--- src/sv/lcgr_pkg.sv ---
package lcgr_pkg;

  // generator constants
  localparam logic [63:0] LCG_MULT   = 64'h5851_F42D_4C95_7F2D;
  localparam int          DRAW_SHIFT = 33;
  localparam int          DRAW_W     = 64 - DRAW_SHIFT;
  localparam int          SPAN_W     = 32;
  localparam int          STEP_W     = $clog2(DRAW_W);

  // sequencer states
  typedef enum logic [2:0] {
    S_IDLE,
    S_MUL,
    S_DSTART,
    S_DIV,
    S_OUT
  } state_t;

  // divider control and status
  typedef struct packed {
    logic start;
  } div_ctl_t;

  typedef struct packed {
    logic done;
  } div_sts_t;

endpackage

--- src/sv/lcgr_if.sv ---
// request word: mode and range bounds
interface lcgr_req_if;
  logic               valid;
  logic               ready;
  logic               mode;
  logic signed [31:0] range_min;
  logic signed [31:0] range_max;

  modport source (output valid, mode, range_min, range_max, input ready);
  modport sink   (input valid, mode, range_min, range_max, output ready);
endinterface

// result word
interface lcgr_rsp_if;
  logic               valid;
  logic               ready;
  logic signed [31:0] value;
  logic               range_error;

  modport source (output valid, value, range_error, input ready);
  modport sink   (input valid, value, range_error, output ready);
endinterface

// seed register write
interface lcgr_cfg_if;
  logic        valid;
  logic        ready;
  logic [63:0] start_seed;

  modport source (output valid, start_seed, input ready);
  modport sink   (input valid, start_seed, output ready);
endinterface

--- src/sv/lcgr_divider.sv ---
// Restoring divider, one quotient bit per cycle; only the remainder is kept.
module lcgr_divider (
  input  logic                             clk,
  input  logic                             rst,
  input  lcgr_pkg::div_ctl_t               ctl,
  input  logic [lcgr_pkg::DRAW_W-1:0]      dividend,
  input  logic [lcgr_pkg::SPAN_W-1:0]      divisor,
  output lcgr_pkg::div_sts_t               sts,
  output logic [lcgr_pkg::SPAN_W-1:0]      remainder
);

  logic                             busy;
  logic                             done;
  logic [lcgr_pkg::STEP_W-1:0]      step;
  logic [lcgr_pkg::DRAW_W-1:0]      dvd;
  logic [lcgr_pkg::SPAN_W-1:0]      dvs;
  logic [lcgr_pkg::SPAN_W:0]        trial;
  logic                             fits;

  // shift in next dividend bit and try the subtract
  assign trial = {remainder, dvd[lcgr_pkg::DRAW_W-1]};
  assign fits  = trial >= {1'b0, dvs};

  // control
  always_ff @(posedge clk) begin
    if (rst) begin
      busy <= 1'b0;
      done <= 1'b0;
      step <= '0;
    end else begin
      done <= 1'b0;
      if (ctl.start) begin
        busy <= 1'b1;
        step <= '0;
      end else if (busy) begin
        step <= step + 1'b1;
        if (step == lcgr_pkg::STEP_W'(lcgr_pkg::DRAW_W - 1)) begin
          busy <= 1'b0;
          done <= 1'b1;
        end
      end
    end
  end

  // datapath
  always_ff @(posedge clk) begin
    if (ctl.start) begin
      dvd       <= dividend;
      dvs       <= divisor;
      remainder <= '0;
    end else if (busy) begin
      dvd       <= dvd << 1;
      remainder <= fits ? lcgr_pkg::SPAN_W'(trial - {1'b0, dvs})
                        : trial[lcgr_pkg::SPAN_W-1:0];
    end
  end

  assign sts.done = done;

endmodule

--- src/sv/lcg_random_with_range.sv ---
// 64-bit LCG random source with optional range reduction. Each request word
// advances the state (state * 6364136223846793005 + 1 mod 2^64) and returns
// the top 31 bits, or in range mode range_min + draw mod (range_max -
// range_min); an empty or inverted range returns range_min with range_error
// set. The 64-bit product is built from three 32x32 partial products on one
// shared multiplier; the modulo runs on a bit-serial restoring divider.
// req.ready is low from accept until the result is loaded into the output
// register, which holds it so the next request is taken while it waits. A
// seed write reloads the state and is taken only while idle.
module lcg_random_with_range (
  input  logic          clk,
  input  logic          rst,
  lcgr_cfg_if.sink      cfg,
  lcgr_req_if.sink      req,
  lcgr_rsp_if.source    rsp
);

  lcgr_pkg::state_t          st, st_next;
  lcgr_pkg::div_ctl_t        div_ctl;
  lcgr_pkg::div_sts_t        div_sts;

  logic [63:0]               gen_state;
  logic [63:0]               acc;
  logic [63:0]               prod;
  logic [1:0]                cnt;
  logic                      mode_q;
  logic [31:0]               lo_q;
  logic [lcgr_pkg::SPAN_W-1:0] span_q;
  logic                      err_q;

  logic                      req_acc;
  logic                      ld_out;
  logic [31:0]               mul_a, mul_b;
  logic [63:0]               mul_p;
  logic [63:0]               acc_sum;
  logic [lcgr_pkg::SPAN_W-1:0] div_rem;
  logic [31:0]               res_value;
  logic [31:0]               req_blo, req_bhi;

  assign cfg.ready = (st == lcgr_pkg::S_IDLE);
  assign req.ready = (st == lcgr_pkg::S_IDLE);
  assign req_acc   = req.valid && req.ready;

  // offset-binary bounds: signed order becomes unsigned order
  assign req_blo = {~req.range_min[31], req.range_min[30:0]};
  assign req_bhi = {~req.range_max[31], req.range_max[30:0]};

  // shared multiplier: low 64 bits from aL*mL, aL*mH, aH*mL
  always_comb begin
    case (cnt)
      2'd0:    begin mul_a = gen_state[31:0];  mul_b = lcgr_pkg::LCG_MULT[31:0];  end
      2'd1:    begin mul_a = gen_state[31:0];  mul_b = lcgr_pkg::LCG_MULT[63:32]; end
      2'd2:    begin mul_a = gen_state[63:32]; mul_b = lcgr_pkg::LCG_MULT[31:0];  end
      default: begin mul_a = '0;               mul_b = '0;                        end
    endcase
  end

  assign mul_p   = mul_a * mul_b;
  assign acc_sum = (cnt == 2'd1) ? acc + prod : acc + {prod[31:0], 32'd0};

  // sequencer
  always_ff @(posedge clk) begin
    if (rst) begin
      st <= lcgr_pkg::S_IDLE;
    end else begin
      st <= st_next;
    end
  end

  always_comb begin
    st_next       = st;
    ld_out        = 1'b0;
    div_ctl.start = 1'b0;
    case (st)
      lcgr_pkg::S_IDLE: begin
        if (req_acc) st_next = lcgr_pkg::S_MUL;
      end
      lcgr_pkg::S_MUL: begin
        if (cnt == 2'd3) begin
          st_next = (mode_q && !err_q) ? lcgr_pkg::S_DSTART : lcgr_pkg::S_OUT;
        end
      end
      lcgr_pkg::S_DSTART: begin
        div_ctl.start = 1'b1;
        st_next       = lcgr_pkg::S_DIV;
      end
      lcgr_pkg::S_DIV: begin
        if (div_sts.done) st_next = lcgr_pkg::S_OUT;
      end
      lcgr_pkg::S_OUT: begin
        if (!rsp.valid || rsp.ready) begin
          ld_out  = 1'b1;
          st_next = lcgr_pkg::S_IDLE;
        end
      end
      default: st_next = lcgr_pkg::S_IDLE;
    endcase
  end

  // request capture and product accumulation
  always_ff @(posedge clk) begin
    if (req_acc) begin
      mode_q <= req.mode;
      lo_q   <= req.range_min;
      span_q <= req_bhi - req_blo;
      err_q  <= req.mode && (req_blo >= req_bhi);
      cnt    <= '0;
      acc    <= 64'd1;
    end else if (st == lcgr_pkg::S_MUL) begin
      prod <= mul_p;
      cnt  <= cnt + 1'b1;
      if (cnt != 2'd0) acc <= acc_sum;
    end
  end

  // generator state: reset, seed write, or new product
  always_ff @(posedge clk) begin
    if (rst) begin
      gen_state <= '0;
    end else if (cfg.valid && cfg.ready) begin
      gen_state <= cfg.start_seed;
    end else if (st == lcgr_pkg::S_MUL && cnt == 2'd3) begin
      gen_state <= acc_sum;
    end
  end

  lcgr_divider u_div (
    .clk       (clk),
    .rst       (rst),
    .ctl       (div_ctl),
    .dividend  (gen_state[63:lcgr_pkg::DRAW_SHIFT]),
    .divisor   (span_q),
    .sts       (div_sts),
    .remainder (div_rem)
  );

  // result select
  always_comb begin
    if (!mode_q) begin
      res_value = {1'b0, gen_state[63:lcgr_pkg::DRAW_SHIFT]};
    end else if (err_q) begin
      res_value = lo_q;
    end else begin
      res_value = lo_q + div_rem;
    end
  end

  // output register
  always_ff @(posedge clk) begin
    if (rst) begin
      rsp.valid <= 1'b0;
    end else if (ld_out) begin
      rsp.valid <= 1'b1;
    end else if (rsp.ready) begin
      rsp.valid <= 1'b0;
    end
  end

  always_ff @(posedge clk) begin
    if (ld_out) begin
      rsp.value       <= res_value;
      rsp.range_error <= err_q;
    end
  end

endmodule

--- src/flat_wrapper.sv ---
// flat-port wrapper written by rule: the top's interface ports become plain ports
module lcg_random_with_range_flat 
  (clk, rst, cfg_valid, cfg_start_seed, cfg_ready, req_valid, req_mode, req_range_min, req_range_max, req_ready, rsp_valid, rsp_value, rsp_range_error, rsp_ready);
  lcgr_cfg_if cfg_i ();
  lcgr_req_if req_i ();
  lcgr_rsp_if rsp_i ();
  input  logic clk;
  input  logic rst;
  input wire logic [$bits(cfg_i.valid)-1:0] cfg_valid;
  input wire logic [$bits(cfg_i.start_seed)-1:0] cfg_start_seed;
  output wire logic [$bits(cfg_i.ready)-1:0] cfg_ready;
  input wire logic [$bits(req_i.valid)-1:0] req_valid;
  input wire logic [$bits(req_i.mode)-1:0] req_mode;
  input wire logic [$bits(req_i.range_min)-1:0] req_range_min;
  input wire logic [$bits(req_i.range_max)-1:0] req_range_max;
  output wire logic [$bits(req_i.ready)-1:0] req_ready;
  output wire logic [$bits(rsp_i.valid)-1:0] rsp_valid;
  output wire logic [$bits(rsp_i.value)-1:0] rsp_value;
  output wire logic [$bits(rsp_i.range_error)-1:0] rsp_range_error;
  input wire logic [$bits(rsp_i.ready)-1:0] rsp_ready;
  assign cfg_i.valid = cfg_valid;
  assign cfg_i.start_seed = cfg_start_seed;
  assign cfg_ready = cfg_i.ready;
  assign req_i.valid = req_valid;
  assign req_i.mode = req_mode;
  assign req_i.range_min = req_range_min;
  assign req_i.range_max = req_range_max;
  assign req_ready = req_i.ready;
  assign rsp_valid = rsp_i.valid;
  assign rsp_value = rsp_i.value;
  assign rsp_range_error = rsp_i.range_error;
  assign rsp_i.ready = rsp_ready;
  lcg_random_with_range u_core (.clk(clk), .rst(rst), .cfg(cfg_i), .req(req_i), .rsp(rsp_i));
endmodule
--- config.mk ---
export PLATFORM = sky130hd
export DESIGN_NAME = lcg_random_with_range_flat
export DESIGN_NICKNAME = d
export VERILOG_FILES = /design/src/sv/lcgr_pkg.sv /design/src/sv/lcgr_if.sv /design/src/sv/lcgr_divider.sv /design/src/sv/lcg_random_with_range.sv /design/src/flat_wrapper.sv
export SDC_FILE = /design/constraint.sdc
export NUM_CORES = 2
export LEC_CHECK = 0
export ABC_AREA = 1
export BUFFER_PORTS_ARGS = -buffer_cell sky130_fd_sc_hd__buf_2
export CAP_MARGIN = 25
export CORE_MARGIN = 2
export CORE_UTILIZATION = 45
export DETAILED_ROUTE_END_ITERATION = 10
export PLACE_DENSITY = 0.67
export SLEW_MARGIN = 40
export SYNTH_ARGS = -nofsm -noshare
export SYNTH_HDL_FRONTEND = slang
export SYNTH_SLANG_ARGS = --single-unit
--- constraint.sdc ---
create_clock -name clk -period 9.5 [get_ports clk]
set_input_delay 1.9 -clock clk [delete_from_list [all_inputs] [get_ports clk]]
set_output_delay 1.9 -clock clk [all_outputs]
set_load 0.05 [all_outputs]
# After elaboration in Yosys (flattened, before gate mapping)
# Index checks and enable logic that the tools add are counted.
classes:
  n_addsub: 7
  n_mul: 1
  div: 0
  order_cmp: 2
  n_eq_ne: 12
  shifts: 0
  mux: 25
  bitwise_logic: 4
  reduce_logical: 21
op_table:
  columns: ["op", "n"]
  rows:
  - ["64-bit 2-to-1 mux", 3]
  - ["64-bit adder", 2]
  - ["31-bit 2-to-1 mux", 3]
  - ["32-bit 2-to-1 mux", 2]
  - ["32-bit case mux with 2 select lines", 1]
  - ["32-bit subtractor", 2]
  - ["32-bit by 31-bit multiplier with 63-bit output", 1]
  - ["31-bit case mux with 2 select lines", 1]
  - ["33-bit by 32-bit greater-or-equal comparator with 1-bit output", 1]
  - ["32-bit adder", 1]
  - ["32-bit greater-or-equal comparator", 1]
  - ["3-bit 2-to-1 mux", 5]
  - ["3-bit case mux with 5 select lines", 1]
  - ["1-bit 2-to-1 mux", 9]
  - ["2-bit nonzero test", 4]
  - ["3-bit by 2-bit equality test with 1-bit output (second input constant)", 2]
  - ["2-bit OR reduction", 3]
  - ["5-bit by 1-bit adder with 5-bit output (second input constant)", 1]
  - ["5-bit equality test (second input constant)", 1]
  - ["1-bit logical AND", 5]
  - ["2-bit equality test (second input constant)", 2]
  - ["2-bit by 1-bit inequality test with 1-bit output (second input constant)", 2]
  - ["2-bit inequality test (second input constant)", 2]
  - ["1-bit inverter", 4]
  - ["11 further kinds", 13]
word_totals:
  regBits: 399
  latchBits: 0
  ramBits: 0
  romBits: 0
  in_bits: 134
  output_inout_bits: 36
  word_cells: 91
  mem_count: 0

# Longest topological paths before layout
depth:
  ltp_word: 5
  ltp_mapped: 38
  mapped_depth_nobuf: 35

# Hierarchy
# A second synthesis with hierarchy kept.
hier_totals:
  cells_unflattened: 7184
  area_unflattened_um2: 54031.8
by_module_without_submodules:
  columns: ["mod", "instances", "cells_each", "area_each_um2", "seq_area_each_um2"]
  rows:
  - ["lcg_random_with_range", 1, 6202, 47287.9, 7577.3]
  - ["lcgr_divider", 1, 982, 6744.0, 2672.6]

# Worst setup path before layout
# OpenSTA, ideal clock, no wires.
synth_path:
  path_type: "reg-to-reg"
  from: "register u_core.cnt[1]"
  to: "register u_core.prod[41] (data pin)"
  t_arrival_ps: 7436
  slack_ps: 1812
  path_stages_with_launch: 38
  path_buffers: 3
  period_less_slack_ps: 7688
  cell_sequence: "dfxtp_1 -> inv_1 -> ha_1 -> buf_2 -> nor2_1 -> inv_1 -> clkbuf_1 -> clkbuf_1 -> nand2_1 -> o21ai_0 -> nand2_1 -> nor2_1 -> fa_1 -> inv_1 -> fa_1 -> fa_1 -> inv_1 -> fa_1 -> [2 not listed] -> inv_1 -> fa_1 -> fa_1 -> inv_1 -> fa_1 -> inv_1 -> ha_1 -> nand2_1 -> nor2_1 -> inv_1 -> nor2_1 -> inv_1 -> nor4_1 -> a21oi_1 -> o21ai_2 -> nand2_1 -> nand3_1 -> nand2_1"
synth_between:
  elab_chain_cells: 4
synth_rtl:
  columns: ["element", "line_no", "rtl"]
  rows:
  - ["start: declaration", "lcg_random_with_range.sv:25", "logic [1:0] cnt;"]
  - ["start signal: assignment", "lcg_random_with_range.sv:111", "cnt <= cnt + 1'b1;"]
  - ["2-bit by 1-bit equality test with 1-bit output (tied with other cells)", "lcg_random_with_range.sv:50", "case (cnt)"]
  - ["2-bit OR reduction (no line)", null, null]
  - ["32-bit case mux with 2 select lines / 31-bit case mux with 2 select lines (equally long branches)", "lcg_random_with_range.sv:50", null]
  - ["32-bit by 31-bit multiplier with 63-bit output *", "lcg_random_with_range.sv:58", "assign mul_p = mul_a * mul_b;"]
  - ["named net u_core.mul_p[41]", "lcg_random_with_range.sv:34", "logic [63:0] mul_p;"]
  - ["end signal: assignment", "lcg_random_with_range.sv:110", "prod <= mul_p;"]
  - ["end: declaration", "lcg_random_with_range.sv:24", "logic [63:0] prod;"]
# The timed path passes the listed nets; every way through them passes the cells marked *.
# A chain may end at the register's enable or synchronous reset.

# Worst setup path in the final report
layout_path:
  from: "register u_core.cnt[0]"
  to: "register u_core.prod[57] (data pin)"
# The elaborated chain is that of the path after synthesis.

==> impl_metrics.tcl <==
set metrics [dict create \
    cts_resized 0 \
    ys_warn_count 0 \
    fillers 11600 \
    utilization 0.492 \
    cts-buffers-inserted 46 \
    die_w_um 346 \
    syn_to_final_growth_pct 8.30 \
    setup_violations 0 \
    path_clk_slew_ns 0.07 \
    via_per_inst 5.39 \
    grt_pass1_wl_mm 284 \
    r2r-end "u_core.prod[57]" \
    critical_path_class "reg2reg" \
    core_area_um2 116000 \
    place_hpwl_mm 165 \
    cp.required_ns 9.85 \
    reg2reg_depth 28 \
    tns_ns 0 \
    grtUsageTotal 0.317 \
    dieArea_um2 120000 \
    fmax_mhz 111 \
    worstSetupEndpointType "flip-flop" \
    ctsHtreeMaxLevel 2 \
    reg2reg_from "u_core.cnt[0]" \
    ys_ff_latch 398 \
    synth_top_area_frac 0.210 \
    crit_top_cell "inv_1" \
    dieHeight_um 346 \
    drive_gt1_frac 0.0482 \
    clk_latency_ns 0.63 \
    slowest_stage "fa_1" \
    grt.overflow.total 0 \
    seq_area_frac_synth 0.194 \
    finalHoldViolations 0 \
    place_ws_ns 0.675 \
    clockBufferDepth 3 \
    drc 0 \
    rows 125 \
    initial_core_util 0.454 \
    cts.sinks 398 \
    hold_class "reg2reg" \
    hold_buffers 0 \
    cap_violations 0 \
    firstDrtPassIters 8 \
    drt-initial-drc-count 4506 \
    fin_crit_ns 9.03 \
    first_global_vias 45400 \
    ant_nets 0 \
    gp_congestion 1.02 \
    synth_most_common_cell "inv_1" \
    synth_cell_types 59 \
    avgSynthCellArea_um2 7.60 \
    tritoncts "built" \
    grt_max_degree 72 \
    max_stage_delay_ns 0.68 \
    multiInputGateArea_um2 35900 \
    wl_per_cell_um 22.4 \
    regToRegSetupSlack_ns 0.47 \
    synthCells 6937 \
    arrival_ns 9.38 \
    max_slew.worst_pin.slew_ns 0.863 \
    rsz0062_at_grt "false" \
    routed_wirelength_mm 194 \
    io_buffers 169 \
    diodes 0 \
    cts_root_buf "clkbuf_16" \
    ios 170 \
    crit_fanout 31 \
    synth-main-ff-cell "edfxtp_1" \
    antenna_found_initial 0 \
    async_flop_share 0 \
    timing.final.ws_setup_ns 0.468 \
    syn-cell-area_um2 52700 \
    syn_nets 8291 \
    nNetsFinal 8450 \
    synth_area_leader_cell "fa_1" \
    startpoint_type "flip-flop" \
    synth_edf_count 225 \
    fin_skew_ns 0.0298 \
    drv_slew 0 \
    synth.area.top_cells "fa_1 (21%), ha_1 (16%), edfxtp_1 (13%)" \
    register_area_um2 10200 \
    yosys-top-cells-count "inv_1 (1639), nand2_1 (1530), ha_1 (668)" \
    crit_start "u_core.cnt[0]" \
    vias 46700 \
    slew_headroom 0.422 \
    endpoint "u_core.prod[57]" \
    status "finished, final reports clean" \
    fin_crit_sh 0.951 \
    post-cts-setup-buffer-count 0 \
]
worst min-delay path by stage:
stage	start	to	cells after the start
floorplan	u_core.span_q[0]	u_core.u_div.dvs[0]	0
global placement	u_core.span_q[30]	u_core.u_div.dvs[30]	0
detailed placement	u_core.span_q[2]	u_core.u_div.dvs[2]	0
global route	u_core.span_q[7]	u_core.u_div.dvs[7]	0
CTS	u_core.span_q[26]	u_core.u_div.dvs[26]	0
finish	u_core.span_q[26]	u_core.u_div.dvs[26]	0
through the flow:
step / std cells / hold slack (ns) / instance area [µm²]
floorplan: 6937 / 0.400 / 52700
global placement: 8569 / 0.402 / 55400
detailed placement: 8572 / 0.405 / 55500
CTS: 8658 / 0.416 / 57100
global route: 8658 / 0.425 / 57100
finish: 8658 / 0.414 / 57100
sequential cells by signal, summed over array words and instances, names as in the netlist:
name,cells
u_core.span_q,32
u_core.err_q,1
u_core.u_div.step,5
u_core.lo_q,32
u_core.rsp.value,32
u_core.u_div.busy,1
u_core.cnt,2
u_core.rsp.valid,1
u_core.rsp.range_error,1
u_core.acc,64
u_core.u_div.remainder,32
u_core.u_div.sts,1
u_core.st,3
u_core.u_div.dvs,32
u_core.u_div.dvd,31
u_core.gen_state,64
u_core.mode_q,1
u_core.prod,63
routing by layer:
metal  GRT usage  vias to the layer above  routed length, µm
met5           0                        -                  0
met2       0.506                     1888              87100
met4       0.143                        0              10200
li1            -                    21900                  -
met3      0.0436                      383              15100
met1       0.428                    22500              81200
cell families after synthesis:
kind of cell,Yosys count,synth area share
AND/OR/NAND/NOR,2494,0.190
AO/OA/AOI/OAI,911,0.0960
flip-flops,398,0.194
buffers and inverters,1754,0.126
multiplexers,1,0.000190
XOR/XNOR,159,0.0264
adder cells (fa/ha/maj),1220,0.368
final cells by class:
class	count	share of cell area
Clock inverter	33	0.00786
Clock buffer	53	0.0210
Timing Repair Buffer	216	0.0216
Sequential cell	398	0.179
Inverter	1649	0.108
Multi-Input combinational cell	4785	0.629
Tap cell	1524	0.0334
placed cells by master, fill, tap and decap left out, drive strengths merged, types with 2 or more instances in the layout:
cell and count:
a31oi 44, a221oi 5, inv 1650, o22ai 25
a21boi 13, clkinv 20, buf 216, o21a 13
or2 6, dfxtp 173, nor4 16, a21o 25
nor2 587, nand3b 11, nor3 51, o221ai 2
a211oi 6, edfxtp 225, and2 3, fa 552
clkbuf 53, ha 668, o21ai 378, o211ai 26
bufinv 8, nand3 247, o2111ai 6, nand2 1536
clkinvlp 4, a21oi 335, xor2 78, nand4 32
o21bai 29, and3 5, xnor2 81
critical path, delay by kind of cell (launching register included):
kind	cells	cell delay, ns
xor+xnor	1	0.08
flops	1	0.36
compound gates	2	0.42
fa+ha+maj	10	4.66
buf+inv	9	1.57
simple gates	6	1.63
Power is left out: the tool's default activity adds up to more than one toggle a clock period on the data nets, which glitch-free logic cannot reach.
